[src/rtl/tif_pkg.sv]
// Types and constants shared by the tape image file parser modules.
package tif_pkg;

   localparam logic [1:0] KIND_DROP   = 2'd0;
   localparam logic [1:0] KIND_NAME   = 2'd1;
   localparam logic [1:0] KIND_BODY   = 2'd2;
   localparam logic [1:0] KIND_STATUS = 2'd3;

   localparam logic [1:0] FTYPE_NONE = 2'd0;
   localparam logic [1:0] FTYPE_A    = 2'd1;
   localparam logic [1:0] FTYPE_B    = 2'd2;
   localparam logic [1:0] FTYPE_M    = 2'd3;

   localparam logic [2:0] ERR_NONE        = 3'd0;
   localparam logic [2:0] ERR_END_NAME    = 3'd1;
   localparam logic [2:0] ERR_BAD_START   = 3'd2;
   localparam logic [2:0] ERR_END_TYPE    = 3'd3;
   localparam logic [2:0] ERR_END_A_HDR   = 3'd4;
   localparam logic [2:0] ERR_END_BM_HDR  = 3'd5;
   localparam logic [2:0] ERR_BAD_TYPE    = 3'd6;
   localparam logic [2:0] ERR_END_PAYLOAD = 3'd7;

   localparam logic [7:0] CHR_SYNC  = 8'hA5;
   localparam logic [7:0] CHR_QUOTE = 8'h22;
   localparam logic [7:0] CHR_A     = 8'h41;
   localparam logic [7:0] CHR_B     = 8'h42;
   localparam logic [7:0] CHR_M     = 8'h4D;

   localparam logic [16:0] EXTRA_A = 17'd12;
   localparam logic [16:0] EXTRA_B = 17'd3;
   localparam logic [16:0] EXTRA_M = 17'd7;

   typedef struct packed {
      logic [1:0] kind;
      logic [7:0] byte_out;
      logic [1:0] file_type;
      logic       name_done;
      logic       body_last;
      logic [2:0] error_code;
      logic       image_done;
   } result_type;

endpackage

[src/rtl/tif_step.sv]
// Parser state and the per-byte next-state and result logic.
module tif_step (
   input  logic                 clock,
   input  logic                 reset,
   input  logic                 advance,
   input  logic [7:0]           data_byte,
   input  logic                 is_end,
   output tif_pkg::result_type  result
);

   typedef enum logic [3:0] {
      PH_START    = 4'd0,
      PH_TRAIL    = 4'd1,
      PH_AFTER_A5 = 4'd2,
      PH_NAME     = 4'd3,
      PH_TYPE     = 4'd4,
      PH_HEADER   = 4'd5,
      PH_BODY     = 4'd6,
      PH_DONE     = 4'd7,
      PH_HALT     = 4'd8
   } phase_type;

   phase_type   phase_ff, phase_in;
   logic [2:0]  hdr_idx_ff, hdr_idx_in;
   logic [7:0]  len_lo_ff, len_lo_in;
   logic [16:0] remain_ff, remain_in;
   logic [1:0]  ftype_ff, ftype_in;
   logic [2:0]  err_ff, err_in;

   logic        go_start;
   logic        go_type;
   logic        type_named;
   logic        is_a;
   logic [2:0]  lo_at;
   logic [16:0] extra;
   logic [16:0] remain_dec;
   logic        fail;
   logic [2:0]  fail_code;

   always_comb begin
      phase_in   = phase_ff;
      hdr_idx_in = hdr_idx_ff;
      len_lo_in  = len_lo_ff;
      remain_in  = remain_ff;
      ftype_in   = ftype_ff;
      err_in     = err_ff;
      go_start   = 1'b0;
      go_type    = 1'b0;
      type_named = 1'b0;
      fail       = 1'b0;
      fail_code  = tif_pkg::ERR_NONE;
      result     = '0;
      result.kind = tif_pkg::KIND_STATUS;

      is_a       = (ftype_ff == tif_pkg::FTYPE_A);
      lo_at      = is_a ? 3'd3 : 3'd1;
      extra      = is_a ? tif_pkg::EXTRA_A :
                   ((ftype_ff == tif_pkg::FTYPE_B) ? tif_pkg::EXTRA_B : tif_pkg::EXTRA_M);
      remain_dec = remain_ff - 17'd1;

      unique case (phase_ff)
         PH_HALT: begin
            result.error_code = err_ff;
         end
         PH_DONE: begin
            result.image_done = 1'b1;
         end
         PH_START, PH_TRAIL: begin
            if (is_end) begin
               phase_in          = PH_DONE;
               result.image_done = 1'b1;
            end else if (data_byte == 8'd0 && phase_ff == PH_TRAIL) begin
               result.kind = tif_pkg::KIND_DROP;
            end else if (data_byte == tif_pkg::CHR_SYNC) begin
               phase_in    = PH_AFTER_A5;
               result.kind = tif_pkg::KIND_DROP;
            end else begin
               go_start = 1'b1;
            end
         end
         PH_AFTER_A5: begin
            if (is_end) begin
               fail      = 1'b1;
               fail_code = tif_pkg::ERR_BAD_START;
            end else begin
               go_start = 1'b1;
            end
         end
         PH_NAME: begin
            if (is_end || data_byte == 8'd0) begin
               fail      = 1'b1;
               fail_code = tif_pkg::ERR_END_NAME;
            end else if (data_byte == tif_pkg::CHR_QUOTE) begin
               phase_in         = PH_TYPE;
               result.kind      = tif_pkg::KIND_DROP;
               result.name_done = 1'b1;
            end else begin
               result.kind     = tif_pkg::KIND_NAME;
               result.byte_out = data_byte;
            end
         end
         PH_TYPE: begin
            if (is_end) begin
               fail      = 1'b1;
               fail_code = tif_pkg::ERR_END_TYPE;
            end else begin
               go_type = 1'b1;
            end
         end
         PH_HEADER: begin
            if (is_end) begin
               fail      = 1'b1;
               fail_code = is_a ? tif_pkg::ERR_END_A_HDR : tif_pkg::ERR_END_BM_HDR;
            end else begin
               if (hdr_idx_ff == lo_at) begin
                  len_lo_in = data_byte;
               end else if (hdr_idx_ff == lo_at + 3'd1) begin
                  remain_in = {1'b0, data_byte, len_lo_ff} + extra;
                  phase_in  = PH_BODY;
               end
               hdr_idx_in      = hdr_idx_ff + 3'd1;
               result.kind     = tif_pkg::KIND_BODY;
               result.byte_out = data_byte;
            end
         end
         PH_BODY: begin
            if (is_end) begin
               fail      = 1'b1;
               fail_code = tif_pkg::ERR_END_PAYLOAD;
            end else begin
               remain_in        = remain_dec;
               result.kind      = tif_pkg::KIND_BODY;
               result.byte_out  = data_byte;
               result.body_last = (remain_dec == 17'd0);
               if (remain_dec == 17'd0) begin
                  phase_in = PH_TRAIL;
               end
            end
         end
         default: begin
            result.kind = tif_pkg::KIND_STATUS;
         end
      endcase

      // A new file begins: a nameless type A file goes straight to its type letter.
      if (go_start) begin
         ftype_in = tif_pkg::FTYPE_NONE;
         if (data_byte == tif_pkg::CHR_A) begin
            go_type    = 1'b1;
            type_named = 1'b1;
         end else if (data_byte == tif_pkg::CHR_QUOTE) begin
            phase_in    = PH_NAME;
            result.kind = tif_pkg::KIND_DROP;
         end else begin
            fail      = 1'b1;
            fail_code = tif_pkg::ERR_BAD_START;
         end
      end

      if (go_type) begin
         if (data_byte == tif_pkg::CHR_A || data_byte == tif_pkg::CHR_B ||
             data_byte == tif_pkg::CHR_M) begin
            if (data_byte == tif_pkg::CHR_A) begin
               ftype_in = tif_pkg::FTYPE_A;
            end else if (data_byte == tif_pkg::CHR_B) begin
               ftype_in = tif_pkg::FTYPE_B;
            end else begin
               ftype_in = tif_pkg::FTYPE_M;
            end
            hdr_idx_in       = 3'd1;
            len_lo_in        = 8'd0;
            phase_in         = PH_HEADER;
            result.kind      = tif_pkg::KIND_BODY;
            result.byte_out  = data_byte;
            result.name_done = type_named;
         end else begin
            fail      = 1'b1;
            fail_code = tif_pkg::ERR_BAD_TYPE;
         end
      end

      if (fail) begin
         phase_in          = PH_HALT;
         err_in            = fail_code;
         result            = '0;
         result.kind       = tif_pkg::KIND_STATUS;
         result.error_code = fail_code;
      end

      result.file_type = ftype_in;
   end

   always_ff @(posedge clock) begin
      if (reset) begin
         phase_ff   <= PH_START;
         hdr_idx_ff <= 3'd0;
         len_lo_ff  <= 8'd0;
         remain_ff  <= 17'd0;
         ftype_ff   <= tif_pkg::FTYPE_NONE;
         err_ff     <= tif_pkg::ERR_NONE;
      end else if (advance) begin
         phase_ff   <= phase_in;
         hdr_idx_ff <= hdr_idx_in;
         len_lo_ff  <= len_lo_in;
         remain_ff  <= remain_in;
         ftype_ff   <= ftype_in;
         err_ff     <= err_in;
      end
   end

endmodule

[src/rtl/tape_image_file_parser.sv]
// Top level of the tape image file parser: input register, parser step and result register.
//
//   Channel  Direction  Payload
//   req_     in         data_byte[7:0], is_end
//   rsp_     out        kind, byte_out, file_type, name_done, body_last, error_code, image_done
//
// One request is taken every cycle while the result register is not stalled; its result passes
// from the input register through the parser step into the result register.
// A stalled result holds the result register; the input register still takes one
// further request. Reset is synchronous and returns the parser to the start of an image.
module tape_image_file_parser (
   input  logic       clock,
   input  logic       reset,
   input  logic       req_valid,
   output logic       req_ready,
   input  logic [7:0] req_data_byte,
   input  logic       req_is_end,
   output logic       rsp_valid,
   input  logic       rsp_ready,
   output logic [1:0] rsp_kind,
   output logic [7:0] rsp_byte_out,
   output logic [1:0] rsp_file_type,
   output logic       rsp_name_done,
   output logic       rsp_body_last,
   output logic [2:0] rsp_error_code,
   output logic       rsp_image_done
);

   logic                in_vld_ff;
   logic [7:0]          in_byte_ff;
   logic                in_end_ff;
   logic                out_vld_ff;
   tif_pkg::result_type out_res_ff;
   tif_pkg::result_type step_res;
   logic                advance;

   assign advance   = in_vld_ff && (!out_vld_ff || rsp_ready);
   assign req_ready = !in_vld_ff || advance;

   tif_step u_step (
      .clock     (clock),
      .reset     (reset),
      .advance   (advance),
      .data_byte (in_byte_ff),
      .is_end    (in_end_ff),
      .result    (step_res)
   );

   always_ff @(posedge clock) begin
      if (reset) begin
         in_vld_ff  <= 1'b0;
         out_vld_ff <= 1'b0;
      end else begin
         if (req_ready) begin
            in_vld_ff <= req_valid;
         end
         if (advance) begin
            out_vld_ff <= 1'b1;
         end else if (rsp_ready) begin
            out_vld_ff <= 1'b0;
         end
      end
      if (req_valid && req_ready) begin
         in_byte_ff <= req_data_byte;
         in_end_ff  <= req_is_end;
      end
      if (advance) begin
         out_res_ff <= step_res;
      end
   end

   assign rsp_valid      = out_vld_ff;
   assign rsp_kind       = out_res_ff.kind;
   assign rsp_byte_out   = out_res_ff.byte_out;
   assign rsp_file_type  = out_res_ff.file_type;
   assign rsp_name_done  = out_res_ff.name_done;
   assign rsp_body_last  = out_res_ff.body_last;
   assign rsp_error_code = out_res_ff.error_code;
   assign rsp_image_done = out_res_ff.image_done;

endmodule

[config.mk]
export PLATFORM = sky130hd
export DESIGN_NAME = tape_image_file_parser
export DESIGN_NICKNAME = d
export VERILOG_FILES = /design/src/rtl/tif_pkg.sv /design/src/rtl/tif_step.sv /design/src/rtl/tape_image_file_parser.sv
export SDC_FILE = /design/constraint.sdc
export NUM_CORES = 1
export LEC_CHECK = 0
export ABC_AREA = 1
export BUFFER_PORTS_ARGS = -buffer_cell sky130_fd_sc_hd__buf_4
export CAP_MARGIN = 25
export CELL_PAD_IN_SITES_DETAIL_PLACEMENT = 1
export CELL_PAD_IN_SITES_GLOBAL_PLACEMENT = 1
export CORE_MARGIN = 3
export CORE_UTILIZATION = 40
export DETAILED_ROUTE_END_ITERATION = 16
export GPL_TIMING_DRIVEN = 0
export PLACE_DENSITY = 0.73
export SLEW_MARGIN = 20
export SYNTH_ARGS = -nofsm -noshare
export SYNTH_HDL_FRONTEND = slang
export SYNTH_HIERARCHICAL = 1
export SYNTH_SLANG_ARGS = --single-unit
[constraint.sdc]
create_clock -name clock -period 4 [get_ports clock]
set_input_delay 0.6 -clock clock [delete_from_list [all_inputs] [get_ports clock]]
set_output_delay 0.6 -clock clock [all_outputs]
set_load 0.01 [all_outputs]
## Yosys cells after proc, flatten, opt, wreduce, memory -nomap -nowiden

Cells that the tools add are included.
Widths: inputs -> output; s select.

| word-level totals | value |
|---|---|
| input port bits | 13 |
| register bits after elaboration | 66 |
| memories kept | 0 |
| output and inout bits | 20 |
| logic and storage cells | 157 |
| bits in latches | 0 |
| ROM bits | 0 |
| RAM bits | 0 |

| cells by class | value |
|---|---|
| equality and inequality tests | 21 |
| divide/modulo/power cells | 0 |
| magnitude comparators | 0 |
| $mul | 0 |
| $add $sub $neg | 4 |
| multiplexer cells | 93 |
| shift-type cells | 0 |
| reductions and logical operators | 21 |
| bitwise operators | 1 |

Operator list:

| kind | number |
|---|---|
| $mux 17 | 5 |
| $mux 4 | 17 |
| $mux 8 | 6 |
| $mux 3 | 13 |
| $pmux 17 s2 | 1 |
| $mux 10 | 3 |
| $mux 1 | 27 |
| $mux 2 | 13 |
| $eq 8x7->1 const B | 3 |
| $add 16x17->17 | 1 |
| $logic_not 17->1 | 1 |
| $sub 17x1->17 const B | 1 |
| $eq 4x3->1 const B | 4 |
| $pmux 4 s4 | 1 |
| $pmux 8 s2 | 1 |
| $pmux 3 s5 | 1 |
| $mux 9 | 1 |
| $eq 4x2->1 const B | 2 |
| $eq 8x6->1 const B | 1 |
| $eq 8x8->1 const B | 1 |
| $logic_not 8->1 | 1 |
| $add 3x1->3 const B | 2 |
| $eq 3x3->1 | 2 |
| $ne 2x2->1 const B | 3 |
| 18 further kinds | 29 |

## Longest topological paths before layout

| logic depth | value |
|---|---|
| word-level depth | 14 |
| depth in mapped cells | 17 |
| gate-level depth less buffers | 17 |

## Modules after synthesis

Netlist, hierarchy kept.

By module, submodules not included:

| module | sequential area each (um^2) | area each (um^2) | instances | cells an instance |
|---|---|---|---|---|
| tif_step | 740.7 | 3244.4 | 1 | 551 |
| tape_image_file_parser | 850.8 | 902.1 | 1 | 39 |

## Worst setup path before layout

No wires, ideal clock.

| timing | value |
|---|---|
| path type | input -> register |
| start | input rsp_ready |
| end | register u_step.remain_ff[1] |
| required time | 3881 ps |
| buffers on the path | 1 |
| setup slack | 920 ps |
| arrival time | 2961 ps |
| library setup time | 119 ps |
| stages | 8 |
| cell sequence | inv_1 a21oi_1 inv_2 nor4_2 nand2_2 buf_2 a211oi_1 nor2_1 |

| between the ends | value |
|---|---|
| cells in the longest elaborated chain, start to end | 3 |

Ends and longest elaborated chain:

| element | line | RTL |
|---|---|---|
| start, declared | tape_image_file_parser.sv:19 | `input logic rsp_ready,` |
| $logic_or 1x1->1 | tape_image_file_parser.sv:37 | `assign advance = in_vld_ff && (!out_vld_ff \|\| rsp_ready);` |
| $logic_and 1x1->1 | tape_image_file_parser.sv:37 |  |
| net advance | tape_image_file_parser.sv:35 | `logic advance;` |
| $reduce_and 6->1 (no line) | -- |  |
| end signal, assigned | tif_step.sv:205 | `remain_ff <= remain_in;` |
| end, declared | tif_step.sv:26 | `logic [16:0] remain_ff, remain_in;` |

The timed path passes the listed nets, and every way through them passes these cells.
A chain may end at the register's enable or synchronous reset.

## Worst setup path in the final report

| timing | value |
|---|---|
| start | register u_step.ftype_ff[1] |
| end | register u_step.remain_ff[14] |

| between the ends | value |
|---|---|
| cells in the longest elaborated chain, start to end | 8 |
| elaborated cells between the ends (all ways) | 16 |
| classes of those cells | 2 x add/sub; 6 x eq/ne; 7 x mux; 1 x reduce/logical |

Ends and longest elaborated chain:

| element | line | RTL |
|---|---|---|
| start, declared | tif_step.sv:27 | `logic [1:0] ftype_ff, ftype_in;` |
| start signal, assigned | tif_step.sv:199 | `ftype_ff <= tif_pkg::FTYPE_NONE;` |
| start signal, assigned | tif_step.sv:206 | `ftype_ff <= ftype_in;` |
| $eq 2x2->1 | tif_step.sv:58 | `((ftype_ff == tif_pkg::FTYPE_B) ? tif_pkg::EXTRA_B : tif_pkg::EXTRA_M);` |
| $mux 3 | tif_step.sv:58 |  |
| $mux 17 | tif_step.sv:57 | `extra = is_a ? tif_pkg::EXTRA_A :` |
| $add 16x17->17 | tif_step.sv:118 | `remain_in = {1'b0, data_byte, len_lo_ff} + extra;` |
| $mux 17 | tif_step.sv:117 | `end else if (hdr_idx_ff == lo_at + 3'd1) begin` |
| $mux 17 | tif_step.sv:115 | `if (hdr_idx_ff == lo_at) begin` |
| $mux 17 | tif_step.sv:111 | `if (is_end) begin` |
| $pmux 17 s2 | tif_step.sv:61 | `unique case (phase_ff)` |

Parallel ways exist; a longest one is shown, timed or not. The select of a mux whose other input is x is not followed.

==> results.tsv <==
metric	value	unit
cp-end-kind	flip-flop	
mostFrequentLayoutCells	nand2_1 (146), inv_1 (76), nor2_1 (67)	
dp_hpwl	10200	um
synth.net_count	611	
tightest_slew	0.648	ns
finalNetCount	655	
path_cells	inv_1 > nand2_1 > inv_1 > ha_1 > nand3_1 > nand2_1 > nand2_1 > nor2_1 > nand2_1 > nor2_1 > nand2_1 > nor2_1 > o221ai_1 > a21oi_1	
insertedDiodeCount	0	
grt_use_met2	0.424	
critPathRequiredTime	4.29	ns
coreArea	9910	um^2
r2r_cells	14	
area_growth	16.6	%
vias	4148	
cp_num_buf_inv	2	
postCtsHoldBufs	0	
fin_worst_skew	0.0124	ns
final_common_cell	nand2_1	
wl_per_cell	17.1	um
max_stage_delay	0.39	ns
critPathArrivalTime	3.07	ns
hp-class	primary input to flip-flop	
place.gp.congestion	0.848	
ctsResizeCount	0	
ys_ff_latch	66	
die_x	108	um
rsz0062_at_grt	false	
status	complete, no violations	
dp.cells	756	
finalPower	1.62	mW
drt_wl_total	13200	um
grt_util_met1	0.302	
fill_cells	1305	
maxCapViolCount	0	
path_common_cell	nand2_1	
finalMaxSlewViolations	0	
synth_edf_count	27	
drtAntennaViolNets	0	
async_flop_share	0	
busiest_layer	met2	
irDropWorstVdd	0.239	mV
crit_cells	14	
slowest_stage	ha_1	
rows	36	
antenna_found_initial	0	
cts_tree	yes	
synth_ff_type	dfxtp_1	
place.port_buffers	32	
cpLargestDelayFamily	simple AND/OR/NAND/NOR gates	
fmax	0.359	GHz
track_usage	0.245	
path_clk_slew	0.08	ns
p_per_area	336	nW/um^2
setup_tns	0	ns
use_met3	0.0426	
vias_per_cell	5.37	
die_y	108	um
critPathKind	flip-flop to flip-flop	
netlist_instances	590	
grt_pass1_wl	22100	um
grt_max_degree	22	
clk_latency	0.36	ns
fin_hold_ws	0.418	ns
hold_viol_final	0	
overflow	0	
hold_depth	1	
drc_errors	0	
fin_cells	772	
synth.avg_cell_area	7.03	um^2
critPathMaxFanout	6	
ys_types	46	
yosys_warnings	6	
root_buffer	clkbuf_8	
min_period_over_period	0.697	
first_global_vias	4498	
pin_count	33	
drive_gt1_frac	0.150	
timing.slew.headroom	0.568	
yosysSeqAreaShare	0.384	
cts_made_buffers	9	
dr.pass1.iters	4	
cts_buffer_depth	2	
die_area	11600	um^2
initial_core_util	0.418	
netlist_area	4150	um^2
leakagePower	2.20	nW
clock-sinks	66	
setup_viol	0	
post_cts_buffers	0	
startpoint_type	flip-flop	
period_needed	2.79	ns
h-tree-depth	3	
drt_first_iter_violations	167	
[Yosys cell counts, drive strengths merged, types with 6 or more instances]
master  instances  area (um^2)
nand2         156          621
inv            83          312
nor2           73          299
a21oi          53          292
o21ai          42          214
dfxtp          39          781
nand3          35          180
edfxtp         27          811
nor3           12         71.3
o211ai         12          100
buf             9         66.3
ha              7         87.6
clkbuf          6         23.8
[logic make-up (layout without fill, tap and decap cells)]
group           count (synthesis)  in the layout  share of synthesized area
mux                             1              1                    0.00272
compound gates                120            120                      0.170
simple gates                  290            290                      0.306
fa+ha+maj                       8              8                     0.0259
flops                          66             66                      0.384
xor+xnor                        6              6                     0.0127
buf+inv                        99            148                     0.0981
[through the flow]
step / cell area, um^2 / setup WS (ns) / utilization
finish: 4830 / 1.21 / 0.488
global route: 4830 / 0.932 / 0.488
CTS: 4830 / 1.25 / 0.488
detailed placement: 4590 / 1.30 / 0.463
global placement: 4550 / -0.453 / 0.459
floorplan: 4150 / 0.920 / -
[metal layers]
metal | vias up | share of wire
li1 | 2033 | -
met1 | 2022 | 0.46
met2 | 65 | 0.49
met3 | 28 | 0.030
met4 | 0 | 0.024
met5 | - | 0
[worst reg2reg max path: cells and delay by family, from the launching register on]
kind / cells / cell delay, ns
buffers and inverters: 2 / 0.25
and+or+nand+nor: 9 / 1.40
AOI/OAI and AO/OA: 2 / 0.30
DFF: 1 / 0.38
adders and majority gates: 1 / 0.39
[area by class of cell]
cell class / instances / area [um^2] / share of cell area
timing repair buffer: 33 / 268 / 0.0554
inverter: 84 / 317 / 0.0655
buffer: 15 / 90.1 / 0.0186
sequential: 66 / 1590 / 0.329
multi-input combinational: 425 / 2160 / 0.447
clock buffer: 11 / 141 / 0.0292
tap: 133 / 166 / 0.0344
clock inverter: 5 / 101 / 0.0210
[state kept, by name, summed over array words and instances (netlist names)]
register	count
rsp_image_done	1
u_step/len_lo_ff	8
rsp_kind	2
rsp_valid	1
u_step/ftype_ff	2
u_step/phase_ff	4
in_vld_ff	1
rsp_error_code	3
u_step/hdr_idx_ff	3
rsp_name_done	1
rsp_file_type	2
u_step/remain_ff	17
rsp_body_last	1
rsp_byte_out	8
in_end_ff	1
u_step/err_ff	3
in_byte_ff	8
[power by group]
group	switching [mW]	internal, mW
clock	0.270	0.429
combinational	0.121	0.0625
sequential	0.0160	0.723
[final timing paths]
kind | from | endpoint | slack [ns]
worst max-delay path | u_step/ftype_ff[1]$_SDFFE_PP0P_ | u_step/remain_ff[14]$_SDFFE_PP0P_ | 1.21
worst min-delay path | req_data_byte[6] | in_byte_ff[6]$_DFFE_PP_ | 0.42
worst max register to register | u_step/ftype_ff[1]$_SDFFE_PP0P_ | u_step/remain_ff[14]$_SDFFE_PP0P_ | 1.21
worst min register to register | u_step/err_ff[0]$_SDFFE_PP0P_ | u_step/err_ff[0]$_SDFFE_PP0P_ | 0.45
No activity file was read; power rests on OpenSTA's default activity.
